### config.mk
export PLATFORM = sky130hd
export DESIGN_NAME = websocket_frame_unmasker_unit
export DESIGN_NICKNAME = d
export VERILOG_FILES = /design/src/hdl/wsfu_pkg.sv /design/src/hdl/wsfu_parser.sv /design/src/hdl/websocket_frame_unmasker_unit.sv
export SDC_FILE = /design/constraint.sdc
export NUM_CORES = 1
export LEC_CHECK = 0
export ABC_AREA = 0
export BUFFER_PORTS_ARGS = -buffer_cell sky130_fd_sc_hd__buf_2
export CORE_AREA = 2 2 115 145
export DETAILED_ROUTE_END_ITERATION = 16
export DIE_AREA = 0 0 117 147
export GPL_TIMING_DRIVEN = 0
export PLACE_DENSITY = 0.61
export REMOVE_ABC_BUFFERS = 1
export SLEW_MARGIN = 5
export SYNTH_ARGS = -nofsm -noshare
export SYNTH_HDL_FRONTEND = slang
export SYNTH_HIERARCHICAL = 1
export SYNTH_SLANG_ARGS = --single-unit
### constraint.sdc
create_clock -name clk -period 5.12 [get_ports clk]
set_clock_uncertainty 0.15 [all_clocks]
set_input_delay 0.512 -clock clk [delete_from_list [all_inputs] [get_ports clk]]
set_output_delay 0.512 -clock clk [all_outputs]
set_load 0.02 [all_outputs]
### src/hdl/wsfu_pkg.sv
`default_nettype none

package wsfu_pkg;

    typedef enum logic [2:0] {
        PH_HDR0    = 3'd0,
        PH_LEN     = 3'd1,
        PH_EXT     = 3'd2,
        PH_KEY     = 3'd3,
        PH_PAYLOAD = 3'd4
    } phase_t;

    localparam logic [6:0] LEN7_EXT16 = 7'd126;
    localparam logic [6:0] LEN7_EXT64 = 7'd127;
    localparam logic [3:0] EXT16_BYTES = 4'd2;
    localparam logic [3:0] EXT64_BYTES = 4'd8;

    typedef struct packed {
        logic       emit;
        logic [7:0] data;
        logic       last;
    } res_t;

endpackage

`default_nettype wire

### src/hdl/wsfu_parser.sv
`default_nettype none

module wsfu_parser #(
    parameter int LENGTH_BITS = 64
) (
    input  wire logic         clk,
    input  wire logic         rst_n,
    input  wire logic         step,
    input  wire logic [7:0]   byte_in,
    output wsfu_pkg::res_t    res
);

    wsfu_pkg::phase_t        phase_reg, phase_next;
    logic [3:0]              ext_bytes_left_reg, ext_bytes_left_next;
    logic [LENGTH_BITS-1:0]  payload_left_reg, payload_left_next;
    logic [31:0]             mask_key_reg, mask_key_next;
    logic [1:0]              mask_pos_reg, mask_pos_next;
    logic [6:0]              len7;
    logic                    is_last;
    logic [7:0]              key_byte;

    always_ff @(posedge clk or negedge rst_n)
    begin
        if (!rst_n)
        begin
            phase_reg          <= wsfu_pkg::PH_HDR0;
            ext_bytes_left_reg <= '0;
            payload_left_reg   <= '0;
            mask_key_reg       <= '0;
            mask_pos_reg       <= '0;
        end
        else if (step)
        begin
            phase_reg          <= phase_next;
            ext_bytes_left_reg <= ext_bytes_left_next;
            payload_left_reg   <= payload_left_next;
            mask_key_reg       <= mask_key_next;
            mask_pos_reg       <= mask_pos_next;
        end
    end

    always_comb
    begin
        len7     = byte_in[6:0];
        is_last  = (payload_left_reg[LENGTH_BITS-1:1] == '0);
        key_byte = mask_key_reg[8*(3-mask_pos_reg) +: 8];

        phase_next          = phase_reg;
        ext_bytes_left_next = ext_bytes_left_reg;
        payload_left_next   = payload_left_reg;
        mask_key_next       = mask_key_reg;
        mask_pos_next       = mask_pos_reg;
        res.emit            = 1'b0;
        res.data            = byte_in ^ key_byte;
        res.last            = is_last;

        unique case (phase_reg)
            wsfu_pkg::PH_LEN:
            begin
                mask_pos_next = '0;
                mask_key_next = '0;
                if (len7 == wsfu_pkg::LEN7_EXT16)
                begin
                    payload_left_next   = '0;
                    ext_bytes_left_next = wsfu_pkg::EXT16_BYTES;
                    phase_next          = wsfu_pkg::PH_EXT;
                end
                else if (len7 == wsfu_pkg::LEN7_EXT64)
                begin
                    payload_left_next   = '0;
                    ext_bytes_left_next = wsfu_pkg::EXT64_BYTES;
                    phase_next          = wsfu_pkg::PH_EXT;
                end
                else
                begin
                    payload_left_next   = LENGTH_BITS'(len7);
                    ext_bytes_left_next = '0;
                    phase_next          = wsfu_pkg::PH_KEY;
                end
            end
            wsfu_pkg::PH_EXT:
            begin
                if (payload_left_reg[LENGTH_BITS-1 -: 8] != '0)
                begin
                    payload_left_next = '1;
                end
                else
                begin
                    payload_left_next = {payload_left_reg[LENGTH_BITS-9:0], byte_in};
                end
                ext_bytes_left_next = ext_bytes_left_reg - 4'd1;
                if (ext_bytes_left_next == '0)
                begin
                    phase_next = wsfu_pkg::PH_KEY;
                end
            end
            wsfu_pkg::PH_KEY:
            begin
                mask_key_next = {mask_key_reg[23:0], byte_in};
                mask_pos_next = mask_pos_reg + 2'd1;
                if (mask_pos_next == '0)
                begin
                    phase_next = (payload_left_reg == '0) ? wsfu_pkg::PH_HDR0
                                                          : wsfu_pkg::PH_PAYLOAD;
                end
            end
            wsfu_pkg::PH_PAYLOAD:
            begin
                res.emit = 1'b1;
                if (is_last)
                begin
                    payload_left_next = '0;
                    mask_pos_next     = '0;
                    phase_next        = wsfu_pkg::PH_HDR0;
                end
                else
                begin
                    payload_left_next = payload_left_reg - LENGTH_BITS'(1);
                    mask_pos_next     = mask_pos_reg + 2'd1;
                end
            end
            default:
            begin
                phase_next          = wsfu_pkg::PH_LEN;
                ext_bytes_left_next = '0;
                payload_left_next   = '0;
                mask_pos_next       = '0;
            end
        endcase
    end

    // The extended length phase always has at least one byte still to come.
    assert property (@(posedge clk) disable iff (!rst_n)
        phase_reg == wsfu_pkg::PH_EXT |-> ext_bytes_left_reg != '0)
        else $error("extended length phase with no bytes left");

    assert property (@(posedge clk) disable iff (!rst_n)
        step && res.emit && res.last
        |=> phase_reg == wsfu_pkg::PH_HDR0 && mask_pos_reg == '0)
        else $error("frame did not close after its last payload byte");

    assert property (@(posedge clk) disable iff (!rst_n)
        step && phase_reg == wsfu_pkg::PH_KEY && mask_pos_reg == 2'd3
        && payload_left_reg == '0
        |=> phase_reg == wsfu_pkg::PH_HDR0)
        else $error("empty frame did not return to the header");

    assert property (@(posedge clk) disable iff (!rst_n)
        step && phase_reg == wsfu_pkg::PH_LEN |=> mask_pos_reg == '0)
        else $error("mask position not cleared at the length byte");

endmodule

`default_nettype wire

### src/hdl/websocket_frame_unmasker_unit.sv
// A payload byte waits in the input register and is unmasked into the output register.
// Throughput: one byte per cycle unless the output stalls; the input register advances
// whenever the output register is empty or taken; header bytes never wait on the output.
// Reset: asynchronous and active low; it clears the frame phase, length, mask key,
// mask position and both valid flags, so the block then expects the first header byte.
`default_nettype none

module websocket_frame_unmasker_unit #(
    parameter int LENGTH_BITS = 64
) (
    input  wire logic       clk,
    input  wire logic       rst_n,
    input  wire logic       in_valid,
    output logic            in_ready,
    input  wire logic [7:0] in_byte,
    output logic            out_valid,
    input  wire logic       out_ready,
    output logic [7:0]      payload_byte,
    output logic            frame_end
);

    logic            in_valid_reg;
    logic [7:0]      in_byte_reg;
    logic            out_valid_reg;
    logic [7:0]      payload_byte_reg;
    logic            frame_end_reg;
    logic            out_free;
    logic            step;
    wsfu_pkg::res_t  res;

    wsfu_parser #(
        .LENGTH_BITS (LENGTH_BITS)
    ) u_parser (
        .clk     (clk),
        .rst_n   (rst_n),
        .step    (step),
        .byte_in (in_byte_reg),
        .res     (res)
    );

    always_comb
    begin
        out_free = !out_valid_reg || out_ready;
        step     = in_valid_reg && (!res.emit || out_free);
        in_ready = !in_valid_reg || step;
    end

    always_ff @(posedge clk or negedge rst_n)
    begin
        if (!rst_n)
        begin
            in_valid_reg  <= 1'b0;
            out_valid_reg <= 1'b0;
        end
        else
        begin
            if (in_ready)
            begin
                in_valid_reg <= in_valid;
            end
            if (out_free)
            begin
                out_valid_reg <= step && res.emit;
            end
        end
    end

    always_ff @(posedge clk)
    begin
        if (in_valid && in_ready)
        begin
            in_byte_reg <= in_byte;
        end
        if (out_free && step && res.emit)
        begin
            payload_byte_reg <= res.data;
            frame_end_reg    <= res.last;
        end
    end

    assign out_valid    = out_valid_reg;
    assign payload_byte = payload_byte_reg;
    assign frame_end    = frame_end_reg;

endmodule

`default_nettype wire
After elaboration in Yosys (flattened, before gate mapping):

Cells that the tools add are included.

* bits in latches: 0
* memories kept: 0
* input bits: 12
* logic and storage cells: 70
* output and inout bits: 11
* bits in writable memories: 0
* memory bits (read-only): 0
* register bits after elaboration: 124

* reductions and logical operators: 23
* mux-type cells: 19
* order comparisons: 0
* bitwise logic cells: 4
* add/sub/neg operators: 4
* equal/unequal tests: 9
* $mul: 0
* div/mod/pow operators: 0
* shift operators: 1

Operators with widths (number)
* 64-bit case mux with 4 select lines: 1
* 64-bit two-way mux: 3
* 64-bit logical NOT: 1
* 32-bit case mux with 2 select lines: 1
* 64-bit by 1-bit subtractor with 64-bit output, second input constant: 1
* 63-bit logical NOT: 1
* 32-bit by 33-bit variable part select with 8-bit output: 1
* 3-bit two-way mux: 5
* 7-bit equality test, second input constant: 2
* 3-bit case mux with 4 select lines: 1
* 4-bit case mux with 3 select lines: 1
* 4-bit two-way mux: 2
* 2-bit AND reduction: 4
* 8-bit nonzero test: 1
* 8-bit XOR: 1
* 7-bit two-way mux: 1
* 3-bit by 2-bit equality test with 1-bit output, second input constant: 2
* 2-bit by 1-bit != test with 1-bit output, second input constant: 3
* 2-bit case mux with 3 select lines: 1
* 1-bit logical AND: 5
* 4-bit logical NOT: 1
* 4-bit AND reduction: 1
* 4-bit by 1-bit subtractor with 4-bit output, second input constant: 1
* 3-bit by 1-bit equality test with 1-bit output, second input constant: 1
* other kinds (11): 18

Depth between registers and ports, before layout:

* word-level depth: 7
* mapped depth: 10
* mapped depth without buffers: 8

Cells and area by module:

The synthesis kept the hierarchy.

By module, submodules not included
* wsfu_parser: times used 1, cells an instance 752, seq. area each 2627.5 sq um, area an instance 6368.6 sq um
* websocket_frame_unmasker_unit: times used 1, cells an instance 27, seq. area each 560.5 sq um, area an instance 631.9 sq um

Least setup slack after synthesis:

Ideal clock, no wire load.

* kind: reg-to-reg
* from: register u_parser.payload_left_reg[21]
* to: register u_parser.payload_left_reg[58]
* setup time: 71 ps
* path buffers: 2
* clock period less this slack: 3040 ps
* arrival time: 2819 ps
* setup slack: 2080 ps
* cell stages (with the launch flop): 9
* required time: 4899 ps
* cells stage by stage: dfrtp_1 -> or3_4 -> or4_4 -> buf_6 -> or3_4 -> buf_6 -> or4_4 -> or3_1 -> nand4_1

* longest elaborated chain between the ends: 3
* elaborated cells on any way between the ends: 4
* classes of those cells: add/sub (1); mux (2); reduce/logical (1)

Ends and longest elaborated chain
* from (decl): RTL line wsfu_parser.sv:15 `logic [LENGTH_BITS-1:0] payload_left_reg, payload_left_next;`
* from (signal assigned): RTL line wsfu_parser.sv:36 `payload_left_reg <= payload_left_next;`
* 64-bit by 1-bit subtractor with 64-bit output or 63-bit logical NOT (tied branches): RTL line wsfu_parser.sv:118, wsfu_parser.sv:45
* 64-bit two-way mux (*): RTL line wsfu_parser.sv:110 `if (is_last)`
* 64-bit case mux with 4 select lines (*): RTL line wsfu_parser.sv:57 `unique case (phase_reg)`

Mark *: on every way between the ends. The rest lies on a longest branch, timed or not.
A chain may end at the register's enable or synchronous reset.

==> impl_results.md <==
* Status: finished, final reports clean
* Crit end category: flip-flop
* # IOs at 23
* Initial Util at 43.9%
* Final-report max-slew violation count at 0
* Initial antenna violation count at 0
* Tmin final at between 4 and 5 ns
* Pre-Repair DR Iteration Count at 5
* Antenna viol nets, final at 0
* Post-synthesis average cell area at 8.99 sq um
* CTS buffer count at 17
* Simple-gate share of the synthesized area at about 23%
* Hold_sp: in_byte[6]
* Final net count at about 790
* Port bufs at 22
* Worst setup SP type: flip-flop
* Final setup viols at 0
* Clock root buffer: clkbuf_16
* Die ar. at 0.0172 sq mm
* Syn. warnings at 6
* Worst r2r src: u_parser/phase_reg[1]$_DFFE_PN0P_
* Share of cells above drive strength 1 at between 10 and 15%
* Compound-Gate Fraction of Synth Area at about 19%
* Max Cap Violations at 0
* Wire per inst at ~18 microns
* Worst-path maximum fanout at between 40 and 50
* Worst-Margin Slew at about 1.3 ns
* Cell count after synthesis at just under 800
* Via count at between 5000 and 6000
* Fmax at 230 MHz
* Clock latency on the worst-skew pair at 0.43 ns
* Flop2flop setup slack at approximately 0.76 ns
* Post-place instance area at around 0.0073 sq mm
* Area growth from synthesis to final layout at 12.9%
* Unique masters post-synth at 60
* Vias in the first global route at between 5000 and 6000
* Worst reg2reg endpoint: u_parser/payload_left_reg[39]$_DFFE_PN0P_
* Number of synthesized flops with an enable pin at 17
* DP HPWL at roughly 12 mm
* CP Data Arrival Time at around 4.5 ns
* FP Rows at 52
* Clock slew at reported path FFs at ~0.060 ns
* Fin. Hold Viols at 0
* Die H at 147 microns
* Core area at ~0.016 sq mm
* Post-route design area at 0.00790 sq mm
* Worst EP required at 5.23 ns
* Number of antenna diodes at 0
* RSZ-0062 raised after global routing: false
* Largest register FFs at between 60 and 70
* TritonCTS clock tree: built
* Sequential area share after synthesis at between 40% and 50%
* Share of the clock period used by the worst path after layout at between 80% and 90%
* Worst hold path class: in2reg
* Setup TNS at 0 ns
* Total global routing overflow at 0
* Final WL at between 15 and 20 mm
* WHS Path Cells at 1
* Synth Flop Type: dfrtp_1
* Max Root-Sink Buffers at 2
* Xor/xnor share of the synthesized area at 4.63%
* Tot GR Track Use at 22.0%
* Die W at around 120 microns
* Hold endpoint: in_byte_reg[6]$_DFFE_PP_
* # DRC at 0
* R2r worst-path depth at 7
* Post-synthesis mux area share at 2.57%
* # fillers at between 1000 and 1500
* GPL Wtd Cong at approximately 0.84
* Ys async rst share at between 80% and 90%
* Sinks on the clock net at approximately 120
* Setup CP Type: reg2reg
* Largest family of logic cells by synthesized area: simple AND/OR/NAND/NOR gates
* Synth Area in Adders at 0.894%
* Post-Syn Area at between 0.007 and 0.008 sq mm
* Largest net degree at the start of global routing at just under 60
* DR iter-0 viols at 351
* Global-route wire length before repair at ~30 mm
* Final hold slack at ~0.11 ns
* #FFs+latches synth at around 120
* CTS H-tree depth at 4
* DR vias/cell at around 6
* Post-CTS setup buffers at 0
* Slew HR at between 10 and 15%
how the worst max path moves through the flow:
| stage | from | endpoint | slack [ns] | cells past startpoint |
|---|---|---|---|---|
| floorplan | u_parser/payload_left_reg[56]$_DFFE_PN0P_ | u_parser/payload_left_reg[57]$_DFFE_PN0P_ | 1.08 | 6 |
| global placement | u_parser/phase_reg[1]$_DFFE_PN0P_ | u_parser/payload_left_reg[11]$_DFFE_PN0P_ | -0.71 | 8 |
| detailed placement | u_parser/phase_reg[1]$_DFFE_PN0P_ | u_parser/payload_left_reg[57]$_DFFE_PN0P_ | 0.45 | 7 |
| CTS | u_parser/phase_reg[1]$_DFFE_PN0P_ | u_parser/payload_left_reg[57]$_DFFE_PN0P_ | 0.43 | 7 |
| global route | u_parser/phase_reg[1]$_DFFE_PN0P_ | u_parser/payload_left_reg[39]$_DFFE_PN0P_ | 0.41 | 7 |
| finish | u_parser/phase_reg[1]$_DFFE_PN0P_ | u_parser/payload_left_reg[39]$_DFFE_PN0P_ | 0.76 | 7 |
per-stage QoR:
| stage | util [%] | worst slack (ns) | cells |
|---|---|---|---|
| floorplan | - | 1.08 | 726 |
| global placement | 44.8 | -0.708 | 964 |
| detailed placement | 45.8 | 0.454 | 971 |
| CTS | 49.6 | 0.430 | 1004 |
| global route | 49.6 | 0.412 | 1004 |
| finish | 49.6 | 0.765 | 1004 |
layout by cell type (no fill, tap or decap), types with 4 or more instances in the layout:
| master | instances |
|---|---|
| xnor2_1 | 20 |
| and2_1 | 4 |
| or2_2 | 4 |
| nor2_1 | 39 |
| or3_1 | 21 |
| xor2_1 | 17 |
| nor3_1 | 23 |
| a21oi_1 | 19 |
| buf_12 | 5 |
| inv_1 | 21 |
| nand2_1 | 130 |
| o21ai_0 | 110 |
| or4_1 | 10 |
| nand3_1 | 21 |
| buf_2 | 21 |
| o211ai_1 | 33 |
| ha_1 | 5 |
| nand4_1 | 9 |
| edfxtp_1 | 17 |
| o221ai_1 | 8 |
| o31ai_1 | 5 |
| inv_8 | 9 |
| o31a_1 | 6 |
| inv_6 | 4 |
| mux4_2 | 8 |
| o41ai_1 | 7 |
| dfrtp_1 | 107 |
| a21o_1 | 8 |
| nand2b_1 | 6 |
| nor4_1 | 15 |
| clkbuf_16 | 17 |
area by class of cell:
class	count	area, sq um	area share (%)
tap	216	270	3.42
inverter	21	78.8	0.997
timing repair buffer	30	265	3.36
sequential	124	3190	40.3
multi-input combinational	581	3520	44.5
clock buffer	17	425	5.38
clock inverter	15	160	2.03
layer usage:
layer	part of all wire [%]	GRT usage, %
met1	44	28.9
met2	52	36.4
met3	3.2	4.17
met4	1.5	7.76
met5	0	0
synth_stat cells (4+ instances only):
master    instances  share of area (%)
nand2_1         132                7.1
o21ai_0         110                7.9
dfrtp_1         107                 38
nor2_1           40                2.1
clkbuf_1         38                2.0
o211ai_1         33                3.5
nor3_1           23                1.6
a21oi_1          21                1.5
inv_1            21                1.1
nand3_1          21                1.5
or3_1            21                1.9
xnor2_1          20                2.5
edfxtp_1         17                7.3
xor2_1           17                2.1
nor4_1           15                1.3
or4_1            11                1.2
a21o_1            9               0.97
nand4_1           9               0.80
mux4_2            8                2.6
o221ai_1          8                1.0
o41ai_1           7               0.88
buf_2             6               0.43
nand2b_1          6               0.54
o31a_1            6               0.75
ha_1              5               0.89
o31ai_1           5               0.54
and2_1            4               0.36
or2_2             4               0.36
cells by family after synthesis:
group                      Yosys count
AOI/OAI and AO/OA                  217
and+or+nand+nor                    314
muxes                                8
adders and majority gates            5
DFF                                124
xor gates and xnor gates            37
buffers and inverters               74
critical path, stage by stage, from the launching register on:
cell	delay (ns)
dfrtp_1	1.20
or3b_2	0.31
inv_1	0.12
a21boi_0	0.82
nand2_2	0.64
or4_1	0.59
o221ai_1	0.16
o311ai_0	0.19
what timing repair did:
item,4_1_cts,5_1_grt
hold buffers,1,0
resized for setup,0,1
endpoints found under the hold margin,51,0
setup endpoints to repair,0,1
Power is left out: the tool's default activity adds up to more than one toggle a clock period on the data nets, which glitch-free logic cannot reach.
